$ cat src/hdl/ufd_pkg.sv
// package for the length-framed uart byte receiver
// holds store sizing, event codes, register indexes and shared structs; no dependencies
`timescale 1ns / 1ps

package ufd_pkg;

  localparam int STORE_DEPTH = 256;
  localparam int STORE_AW    = (STORE_DEPTH > 1) ? $clog2(STORE_DEPTH) : 1;
  localparam int CNT_W       = 9;
  localparam int BYTE_W      = 8;
  localparam int CFG_IW      = 2;
  localparam int CFG_DW      = 8;

  typedef enum logic [2:0] {
    EV_NONE     = 3'd0,
    EV_START    = 3'd1,
    EV_LENGTH   = 3'd2,
    EV_STORED   = 3'd3,
    EV_COMPLETE = 3'd4,
    EV_ABORT    = 3'd5,
    EV_READ     = 3'd6
  } ev_t;

  localparam logic [CFG_IW-1:0] CFG_START_BYTE = CFG_IW'(0);
  localparam logic [CFG_IW-1:0] CFG_END_BYTE   = CFG_IW'(1);

  // per-item result leaving the control stage
  typedef struct packed {
    ev_t              ev;
    logic [CNT_W-1:0] flen;
    logic             rd_ok;
  } ufd_res_t;

  // finished result as presented on the output channel
  typedef struct packed {
    ev_t               ev;
    logic [CNT_W-1:0]  flen;
    logic [BYTE_W-1:0] rdata;
  } ufd_item_t;

  // payload store access request
  typedef struct packed {
    logic                we;
    logic [STORE_AW-1:0] waddr;
    logic [BYTE_W-1:0]   wdata;
    logic                re;
    logic [STORE_AW-1:0] raddr;
  } ufd_memreq_t;

endpackage

$ cat src/hdl/ufd_ram.sv
// generic single-write, single-read synchronous ram with registered read data
// no dependencies
`timescale 1ns / 1ps

module ufd_ram #(
  parameter int WIDTH = 8,
  parameter int DEPTH = 256,
  parameter int AW    = 8
) (
  input  logic             clk,
  input  logic             we,
  input  logic [AW-1:0]    waddr,
  input  logic [WIDTH-1:0] wdata,
  input  logic             re,
  input  logic [AW-1:0]    raddr,
  output logic [WIDTH-1:0] rdata
);

  logic [WIDTH-1:0] mem [DEPTH];
  logic [WIDTH-1:0] rdata_r;

  always_ff @(posedge clk) begin
    if (we) begin
      mem[waddr] <= wdata;
    end
  end

  always_ff @(posedge clk) begin
    if (re) begin
      rdata_r <= mem[raddr];
    end
  end

  assign rdata = rdata_r;

endmodule

$ cat src/hdl/ufd_ctrl.sv
// frame rules: start/length/end byte decode, byte counter and store access
// depends on ufd_pkg
`timescale 1ns / 1ps

module ufd_ctrl
  import ufd_pkg::*;
(
  input  logic              clk,
  input  logic              rst_n,
  input  logic              cfg_wr_en,
  input  logic [CFG_IW-1:0] cfg_index,
  input  logic [CFG_DW-1:0] cfg_wdata,
  input  logic              acc,
  input  logic              cmd,
  input  logic [BYTE_W-1:0] rx_byte,
  input  logic [BYTE_W-1:0] read_index,
  output ufd_res_t          res,
  output ufd_memreq_t       memreq
);

  localparam logic [CNT_W-1:0] DEPTH_C = CNT_W'(STORE_DEPTH);

  logic [BYTE_W-1:0] start_byte_r;
  logic [BYTE_W-1:0] end_byte_r;
  logic              coll_r, coll_nxt;
  logic [BYTE_W-1:0] exp_r, exp_nxt;
  logic [CNT_W-1:0]  cnt_r, cnt_nxt;
  logic [CNT_W-1:0]  exp_w;

  assign exp_w = {1'b0, exp_r};

  always_ff @(posedge clk) begin
    if (!rst_n) begin
      start_byte_r <= '0;
      end_byte_r   <= '0;
    end else if (cfg_wr_en) begin
      if (cfg_index == CFG_START_BYTE) begin
        start_byte_r <= cfg_wdata[BYTE_W-1:0];
      end else if (cfg_index == CFG_END_BYTE) begin
        end_byte_r <= cfg_wdata[BYTE_W-1:0];
      end
    end
  end

  always_comb begin
    coll_nxt     = coll_r;
    exp_nxt      = exp_r;
    cnt_nxt      = cnt_r;
    res.ev       = EV_NONE;
    res.rd_ok    = 1'b0;
    memreq.we    = 1'b0;
    memreq.waddr = cnt_r[STORE_AW-1:0];
    memreq.wdata = rx_byte;
    memreq.re    = 1'b0;
    memreq.raddr = read_index[STORE_AW-1:0];
    if (acc) begin
      if (cmd) begin
        res.ev    = EV_READ;
        memreq.re = 1'b1;
        res.rd_ok = ({1'b0, read_index} < DEPTH_C);
      end else if (rx_byte == start_byte_r && exp_r == '0) begin
        coll_nxt = 1'b1;
        cnt_nxt  = '0;
        res.ev   = EV_START;
      end else if (exp_r == '0 && coll_r) begin
        exp_nxt = rx_byte;
        res.ev  = EV_LENGTH;
      end else if (rx_byte == end_byte_r && exp_w == cnt_r) begin
        coll_nxt = 1'b0;
        exp_nxt  = '0;
        res.ev   = EV_COMPLETE;
      end else if (cnt_r > exp_w) begin
        coll_nxt = 1'b0;
        exp_nxt  = '0;
        res.ev   = EV_ABORT;
      end else if (coll_r) begin
        // writes past the store are dropped, the count still advances
        memreq.we = (cnt_r < DEPTH_C);
        if (cnt_r != '1) begin
          cnt_nxt = cnt_r + CNT_W'(1);
        end
        res.ev = EV_STORED;
      end else begin
        exp_nxt = '0;
      end
    end
    res.flen = cnt_nxt;
  end

  always_ff @(posedge clk) begin
    if (!rst_n) begin
      coll_r <= 1'b0;
      exp_r  <= '0;
      cnt_r  <= '0;
    end else begin
      coll_r <= coll_nxt;
      exp_r  <= exp_nxt;
      cnt_r  <= cnt_nxt;
    end
  end

endmodule

$ cat src/hdl/ufd_outq.sv
// result pipeline: ram read stage, output register and skid register
// depends on ufd_pkg
`timescale 1ns / 1ps

module ufd_outq
  import ufd_pkg::*;
(
  input  logic              clk,
  input  logic              rst_n,
  input  logic              push,
  input  ufd_res_t          res,
  input  logic [BYTE_W-1:0] ram_q,
  output logic              full,
  output logic              out_valid,
  input  logic              out_stall,
  output ufd_item_t         out_item
);

  logic      s1_valid_r, s1_valid_nxt;
  ufd_res_t  s1_res_r, s1_res_nxt;
  logic      out_valid_r, out_valid_nxt;
  ufd_item_t out_r, out_nxt;
  logic      skid_valid_r, skid_valid_nxt;
  ufd_item_t skid_r, skid_nxt;
  ufd_item_t s1_item;
  logic      out_free;
  logic      s1_mv;

  // ram data lines up with the stage-1 result; it holds while no read is issued
  always_comb begin
    s1_item.ev    = s1_res_r.ev;
    s1_item.flen  = s1_res_r.flen;
    s1_item.rdata = s1_res_r.rd_ok ? ram_q : '0;
  end

  assign out_free = !out_valid_r || !out_stall;
  assign s1_mv    = s1_valid_r && !skid_valid_r;
  assign full     = s1_valid_r && skid_valid_r;

  always_comb begin
    s1_valid_nxt   = s1_valid_r;
    s1_res_nxt     = s1_res_r;
    out_valid_nxt  = out_valid_r;
    out_nxt        = out_r;
    skid_valid_nxt = skid_valid_r;
    skid_nxt       = skid_r;

    if (out_free) begin
      if (skid_valid_r) begin
        out_valid_nxt  = 1'b1;
        out_nxt        = skid_r;
        skid_valid_nxt = 1'b0;
      end else if (s1_mv) begin
        out_valid_nxt = 1'b1;
        out_nxt       = s1_item;
      end else begin
        out_valid_nxt = 1'b0;
      end
    end else if (s1_mv) begin
      skid_valid_nxt = 1'b1;
      skid_nxt       = s1_item;
    end

    if (push) begin
      s1_valid_nxt = 1'b1;
      s1_res_nxt   = res;
    end else if (s1_mv) begin
      s1_valid_nxt = 1'b0;
    end
  end

  always_ff @(posedge clk) begin
    if (!rst_n) begin
      s1_valid_r   <= 1'b0;
      out_valid_r  <= 1'b0;
      skid_valid_r <= 1'b0;
    end else begin
      s1_valid_r   <= s1_valid_nxt;
      out_valid_r  <= out_valid_nxt;
      skid_valid_r <= skid_valid_nxt;
    end
  end

  always_ff @(posedge clk) begin
    s1_res_r <= s1_res_nxt;
    out_r    <= out_nxt;
    skid_r   <= skid_nxt;
  end

  assign out_valid = out_valid_r;
  assign out_item  = out_r;

endmodule

$ cat src/hdl/uart_length_framed_deframer_top.sv
// length-framed uart byte receiver, top level
// accepted items are registered in the read stage, then in the output or skid register
// throughput: one item per cycle unless in_stall; store ram: one write, one read port
// in_stall rises only when the read stage and the skid register both hold a result
// reset (rst_n low, synchronous) clears frame state, config registers and all valid bits;
// the payload store is not cleared and reads of never-written entries are undefined
`timescale 1ns / 1ps

module uart_length_framed_deframer_top
  import ufd_pkg::*;
(
  input  logic              clk,
  input  logic              rst_n,
  input  logic              cfg_wr_en,
  input  logic [CFG_IW-1:0] cfg_index,
  input  logic [CFG_DW-1:0] cfg_wdata,
  input  logic              in_valid,
  output logic              in_stall,
  input  logic              in_cmd,
  input  logic [7:0]        in_rx_byte,
  input  logic [7:0]        in_read_index,
  output logic              out_valid,
  input  logic              out_stall,
  output logic [2:0]        out_event_res,
  output logic [8:0]        out_frame_length,
  output logic [7:0]        out_read_data
);

  logic              acc;
  ufd_res_t          res;
  ufd_memreq_t       memreq;
  logic [BYTE_W-1:0] ram_q;
  logic              full;
  ufd_item_t         out_item;

  assign in_stall = full;
  assign acc      = in_valid && !full;

  ufd_ctrl u_ctrl (
    .clk        (clk),
    .rst_n      (rst_n),
    .cfg_wr_en  (cfg_wr_en),
    .cfg_index  (cfg_index),
    .cfg_wdata  (cfg_wdata),
    .acc        (acc),
    .cmd        (in_cmd),
    .rx_byte    (in_rx_byte),
    .read_index (in_read_index),
    .res        (res),
    .memreq     (memreq)
  );

  ufd_ram #(
    .WIDTH (BYTE_W),
    .DEPTH (STORE_DEPTH),
    .AW    (STORE_AW)
  ) u_store (
    .clk   (clk),
    .we    (memreq.we),
    .waddr (memreq.waddr),
    .wdata (memreq.wdata),
    .re    (memreq.re),
    .raddr (memreq.raddr),
    .rdata (ram_q)
  );

  ufd_outq u_outq (
    .clk       (clk),
    .rst_n     (rst_n),
    .push      (acc),
    .res       (res),
    .ram_q     (ram_q),
    .full      (full),
    .out_valid (out_valid),
    .out_stall (out_stall),
    .out_item  (out_item)
  );

  assign out_event_res    = out_item.ev;
  assign out_frame_length = out_item.flen;
  assign out_read_data    = out_item.rdata;

`ifndef SYNTH
  // a full pipeline means the output register is occupied
  a_stall_has_out: assert property (@(posedge clk) disable iff (!rst_n)
    in_stall |-> out_valid)
    else $error("in_stall high with no result on the output");

  a_rdata_zero: assert property (@(posedge clk) disable iff (!rst_n)
    (out_valid && out_event_res != EV_READ) |-> (out_read_data == '0))
    else $error("read data nonzero on a receive result");

  a_count_bound: assert property (@(posedge clk) disable iff (!rst_n)
    out_valid |-> (out_frame_length <= CNT_W'(STORE_DEPTH)))
    else $error("frame length beyond store depth");

  a_write_only_stored: assert property (@(posedge clk) disable iff (!rst_n)
    memreq.we |-> (acc && !in_cmd && res.ev == EV_STORED))
    else $error("store write without a stored byte");
`endif

endmodule

$ cat config.mk
export PLATFORM = sky130hd
export DESIGN_NAME = uart_length_framed_deframer_top
export DESIGN_NICKNAME = d
export VERILOG_FILES = /design/src/hdl/ufd_pkg.sv /design/src/hdl/ufd_ram.sv /design/src/hdl/ufd_ctrl.sv /design/src/hdl/ufd_outq.sv /design/src/hdl/uart_length_framed_deframer_top.sv
export SDC_FILE = /design/constraint.sdc
export NUM_CORES = 2
export LEC_CHECK = 0
export CAP_MARGIN = 30
export CELL_PAD_IN_SITES_DETAIL_PLACEMENT = 1
export CELL_PAD_IN_SITES_GLOBAL_PLACEMENT = 1
export CORE_AREA = 2 2 413 415
export CTS_CLUSTER_DIAMETER = 200
export DETAILED_ROUTE_END_ITERATION = 16
export DIE_AREA = 0 0 415 417
export DONT_BUFFER_PORTS = 1
export PLACE_DENSITY = 0.68
export SYNTH_ARGS = -nofsm -noshare
export SYNTH_HDL_FRONTEND = slang
export SYNTH_SLANG_ARGS = --single-unit
$ cat constraint.sdc
create_clock -name clk -period 4.4 [get_ports clk]
set_input_delay 0.44 -clock clk [delete_from_list [all_inputs] [get_ports clk]]
set_output_delay 0.44 -clock clk [all_outputs]
set_load 0.1 [all_outputs]
**Yosys cells after proc, flatten, opt, wreduce, memory -nomap -nowiden**

Memory sizes are Yosys's and may differ from the RTL's. A register that Yosys moved wholly into a read port is not among the register bits.
Cells that the tools add are included.

- Register bits after elaboration: 90
- RAM bits: 2048
- Input port bits: 32
- Output and inout bits: 22
- Word-level logic and storage cells: 95
- Memories kept: 1

Memory list:

| name | depth | bits a word | rd ports | clocked after Yosys merged registers in | wr ports | line | text |
|---|---|---|---|---|---|---|---|
| u_store.mem | 256 | 8 | 1 | 1 | 1 | ufd_ram.sv:19 | `logic [WIDTH-1:0] mem [DEPTH];` |

- $add $sub $neg: 1
- $lt $le $gt $ge: 2
- Equality and inequality tests: 7
- Multiplexer cells: 39
- Bitwise logic cells: 5
- Reductions and logical operators: 23

Operator list:

| operator | count |
|---|---|
| two-way mux 9 bit | 8 |
| two-way mux 20 bit | 2 |
| two-way mux 8 bit | 5 |
| two-way mux 1 bit | 19 |
| equality test 8 bit | 2 |
| two-way mux 3 bit | 4 |
| adder 9 x 1 -> 9 bit, second input constant | 1 |
| equality test 8 x 9 -> 1 bit | 1 |
| > comparator 9 x 8 -> 1 bit | 1 |
| < comparator 9 bit, second input constant | 1 |
| != test 9 bit, second input constant | 1 |
| logical NOT 8 bit | 1 |
| AND reduction 4 bit | 2 |
| logical AND 1 bit | 6 |
| AND reduction 2 bit | 3 |
| NOT 1 bit | 5 |
| logical NOT 1 bit | 4 |
| != test 4 bit, second input constant | 1 |
| nonzero test 2 bit | 2 |
| AND reduction 3 bit | 1 |
| nonzero test 3 bit | 1 |
| equality test 2 x 1 -> 1 bit, second input constant | 1 |
| logical NOT 2 bit | 1 |
| two-way mux 2 bit | 1 |
| other kinds (3) | 3 |

**Longest topological paths before layout**

- Depth in word-level cells: 10
- Mapped depth: 12
- Mapped depth without buffers: 8

**Cells and area by module**

Synthesis repeated with hierarchy kept, for this count alone.

- Cells, all modules: 4083
- Area, all modules: 83940.5 um^2

Modules (own cells, without submodules):

| module | times used | cells an instance | area an instance (um^2) |
|---|---|---|---|
| ufd_ram | 1 | 3733 | 79636.4 |
| ufd_ctrl | 1 | 255 | 2284.7 |
| ufd_outq | 1 | 94 | 2005.7 |
| uart_length_framed_deframer_top | 1 | 1 | 13.8 |

**Worst setup path before layout**

No wires, ideal clock.

- Path kind: register to register
- Start point: register u_outq.out_valid_r (netlist: u_outq.out_valid)
- End point: register u_outq.skid_r[0] in the netlist's numbering, enable pin
- Arrival: 2735 ps
- Required time: 3973 ps
- Slack: 1238 ps
- Stages on the path, launching flop included: 3
- Buffers on the path: 0
- Clock period less this slack: 3162 ps
- Cell sequence: dfxtp_1 nand2_1 nor3b_1

- Word-level cells in the longest chain between the ends: 4

Ends and longest elaborated chain:

| item | line | text |
|---|---|---|
| start: declaration | ufd_outq.sv:21 | `logic out_valid_r, out_valid_nxt;` |
| start signal: assignment | ufd_outq.sv:79 | `out_valid_r <= out_valid_nxt;` |
| logical NOT 1 bit | ufd_outq.sv:36 | `assign out_free = !out_valid_r \|\| !out_stall;` |
| logical OR 1 bit | ufd_outq.sv:36 |  |
| NOT 1 bit (no source line) | - |  |
| AND reduction 2 bit (no source line) | - |  |
| end signal: assignment | ufd_outq.sv:87 | `skid_r <= skid_nxt;` |
| end: declaration | ufd_outq.sv:24 | `ufd_item_t skid_r, skid_nxt;` |

Every way passes these cells.
A chain may end at the register's enable or synchronous reset.

==> flow_metrics.py <==
metrics = {
    "synthesis": {
        "avgSynthCellArea_um2": 20.94,
        "synth.cell_area_um2": 83930,
        "synthFlopType": "edfxtp_1",
        "yosys.area_share.simple_pct": 2.898,
        "synthDominantCellAreaShare_pct": 75.45,
        "yosysSeqAreaShare_pct": 76.34,
        "synth_fa_ha_area_share_pct": 0.1789,
        "synth_top_family_by_area": "multiplexers",
        "synth_top_area_cell": "edfxtp_1",
        "synth_area_leaders": "edfxtp_1, mux4_2, mux2i_1, nor2_1, dfxtp_1",
        "synth_edf_count": 2109,
        "muxShareOfSynthArea_pct": 15.64,
        "synth-xor-area-share_pct": 0.1983,
        "async_reset_ff_share_pct": 0,
        "synth_seq_cells": 2146,
        "syn_inst": 4009,
        "synth_nets": 4053,
        "synth_compound_area_share_pct": 2.972,
        "ys_types": 73,
        "yosys_warnings": 0,
    },
    "setup_path": {
        "worstSetupEndpointType": "flop",
        "reg2regPathDepth": 8,
        "criticalPathCategory": "input pin to flop",
        "cp.required_ps": 5010,
        "r2r_slack_ps": 450,
        "reg2reg_from": "u_ctrl.exp_r[6]",
        "start_kind": "input pin",
        "r2r-end": "u_store.mem[157][7]",
        "worstPathMaxFanout": 107,
        "crit_arrival_ps": 4610,
    },
    "sta": {
        "hold_slack_ps": -5.359,
        "period_share_pct": 90.88,
        "fin_ws_ps": 401.1,
        "setup_tns_ps": 0,
        "fin_skew_ps": 50.39,
        "slew_viol_final": 113,
        "slew-limit-headroom_pct": -8.081,
        "worstMarginPinSlew_ps": 1621,
        "hold_viol": 1,
        "final.min_clock_period_ps": 3999,
        "rsz0062_at_grt": "false",
        "setup_viol": 0,
        "fmax_ghz": 0.2501,
    },
    "global_route": {
        "grt_pass1_vias": 43820,
        "antenna_found_initial": 6,
        "grt_max_degree": 541,
        "overflow": 0,
        "grt_pass1_wl_um": 328800,
        "track_usage_pct": 26.60,
    },
    "drt": {
        "vias": 42230,
        "postRouteAntennaNets": 0,
        "vias_per_cell": 6.304,
        "drtIter0Drc": 5211,
        "firstDrtPassIters": 5,
        "drt_wl_total_um": 229800,
        "routedWlPerCell_um": 34.30,
        "drc": 0,
    },
    "die": {
        "die_h_um": 417,
        "fp.coreArea_um2": 168500,
        "initial_core_util_pct": 49.80,
        "io_pins": 54,
        "die_w_um": 415,
        "fp-row-count": 151,
        "dieArea_um2": 173100,
    },
    "clock_tree": {
        "clock-root-buffer": "clkbuf_16",
        "htree_levels": 4,
        "clk_latency_ps": 870,
        "cts_tree": "done",
        "cts_sinks": 2146,
        "cts_setup_buffers": 0,
        "clockBufferDepth": 3,
        "clk_pin_slew_ps": 60,
        "cts_resized": 0,
        "cts_made_buffers": 215,
    },
    "finish": {
        "final_common_cell": "edfxtp_1",
        "area_growth_pct": 13.27,
        "fillerInstances": 14310,
        "regArea_um2": 64070,
        "nets": 4336,
        "multiInputGateArea_um2": 18420,
        "drive_gt1_share_pct": 25.50,
        "mostFrequentLayoutCells": "edfxtp_1, mux4_2, nor2_1",
        "stdcell_count": 6699,
        "utilization_pct": 56.41,
    },
    "hold_path": {
        "min_to": "u_store.mem[164][5]",
        "min_path_type": "input pin to flop",
        "whs_path_depth": 1,
        "hold_start": "in_rx_byte[5]",
    },
    "placement": {
        "place_inst": 6250,
        "gp_congestion": 0.8425,
        "port_buffers": 0,
        "pre_cts_ws_ps": 415.0,
        "detailed_place_hpwl_um": 126900,
    },
    "power_and_ir_drop": {
        "power_switching_w": 0.009031,
        "p_leak_nw": 30.13,
        "p_sw_share_pct": 21.22,
        "p_per_area_nw_per_um2": 447.7,
        "max-vdd-ir-drop_uv": 462.1,
        "power_frac_comb_pct": 4.2,
        "p_int_w": 0.03354,
        "clkPwrFrac_pct": 42.8,
        "seq_power_share_pct": 53.0,
    },
    "outcome": {
        "violations": "hold timing, slew limit",
        "status": "finished, violations left",
    },
    "flow_run": {
        "cap_violations": 0,
    },
}
==> stage by stage <==
step / power [W] / hold slack, ps / cell area, um^2
CTS: 0.04260 / 34.86 / 94780
global route: 0.04359 / 15.33 / 95060
detailed placement: 0.02418 / 445.6 / 87340
finish: 0.04257 / -5.359 / 95070
floorplan: 0.02405 / 422.2 / 83930
global placement: 0.02416 / 429.8 / 87200
==> state kept, by name, indices dropped and copies added, names as in the netlist <==
name                 count
u_store.mem           2048
u_outq.out_item         20
u_outq.skid_r           20
u_outq.s1_item          12
u_ctrl.cnt_r             9
u_ctrl.end_byte_r        8
u_ctrl.exp_r             8
u_ctrl.start_byte_r      8
u_store.rdata            8
u_ctrl.coll_r            1
u_outq.out_valid         1
u_outq.s1_res_r          1
u_outq.s1_valid_r        1
u_outq.skid_valid_r      1
==> layout make-up <==
type | count | share of cell area [%]
Sequential cell | 2146 | 67.39
Multi-Input combinational cell | 1608 | 19.37
Clock inverter | 140 | 1.421
Antenna cell | 3 | 0.007896
Clock buffer | 263 | 5.935
Tap cell | 2218 | 2.919
Inverter | 22 | 0.08686
Timing Repair Buffer | 299 | 2.862
==> worst max-delay path by stage <==
| stage | start | to | slack (ps) | cells after the start |
|---|---|---|---|---|
| floorplan | u_outq.out_valid | u_outq.skid_r[0] | 1240 | 2 |
| detailed placement | u_ctrl.exp_r[6] | u_store.mem[25][5] | 420 | 8 |
| CTS | u_ctrl.exp_r[6] | u_store.mem[25][5] | 400 | 8 |
| finish | in_read_index[0] | u_store.rdata[6] | 400 | 9 |
| global placement | u_ctrl.exp_r[6] | u_store.mem[147][6] | 460 | 8 |
| global route | in_read_index[0] | u_store.rdata[6] | 180 | 9 |
==> logic make-up after synthesis <==
kind of cell	Yosys count
DFF	2146
muxes	703
and+or+nand+nor	524
AOI/OAI and AO/OA	350
buffers and inverters	255
xor gates and xnor gates	19
adders and majority gates	12
==> power groups by stage <==
stage / logic [W] / registers, W / clock network, W
global placement: 0.00116 / 0.0230 / 0
detailed placement: 0.00118 / 0.0230 / 0
floorplan: 0.00107 / 0.0230 / 0
finish: 0.00178 / 0.0226 / 0.0182
global route: 0.00186 / 0.0226 / 0.0192
CTS: 0.00159 / 0.0226 / 0.0184
==> timing repair <==
| item | 4_1_cts | 5_1_grt |
|---|---|---|
| endpoints found under the setup margin | 0 | 8 |
| hold buffers | 31 | 0 |
| endpoints found under the hold margin | 2090 | 0 |
==> layer usage <==
layer | global-route usage [%] | vias to the layer above | wire length, um
met5 | 0 | - | 12
met4 | 7.986 | 2 | 6743
met3 | 3.886 | 344 | 15690
met2 | 43.24 | 1759 | 113200
met1 | 37.73 | 22810 | 94100
li1 | - | 17320 | -
==> critical path, stage by stage <==
cell and delay (ps):
buf_16 470, buf_16 610, buf_16 470, mux4_2 570
mux2_2 280, a2111oi_0 840, a2bb2oi_1 320, a32o_1 240
nor2_1 60
==> synth_stat cells (all sizes together) (3+ instances only) <==
cell type,n
edfxtp,2109
mux4,484
nor2,321
mux2i,193
buf,149
clkbuf,84
a21oi,76
o22ai,57
nand2,52
o221ai,46
dfxtp,37
nor3,30
a22oi,29
mux2,26
o21ai,26
nand3,25
a211oi,24
a221oi,22
nand4,22
inv,21
a22o,19
xnor2,19
ha,12
and2,11
nor2b,10
nor4,10
nand2b,8
or3,8
a31o,6
and3,6
nand3b,6
o32ai,6
a211o,5
o211ai,5
or2,5
a311oi,4
a2111oi,3
a21o,3
a31oi,3
nor3b,3
o21a,3
o22a,3
Power figures use the tool's default switching activity.
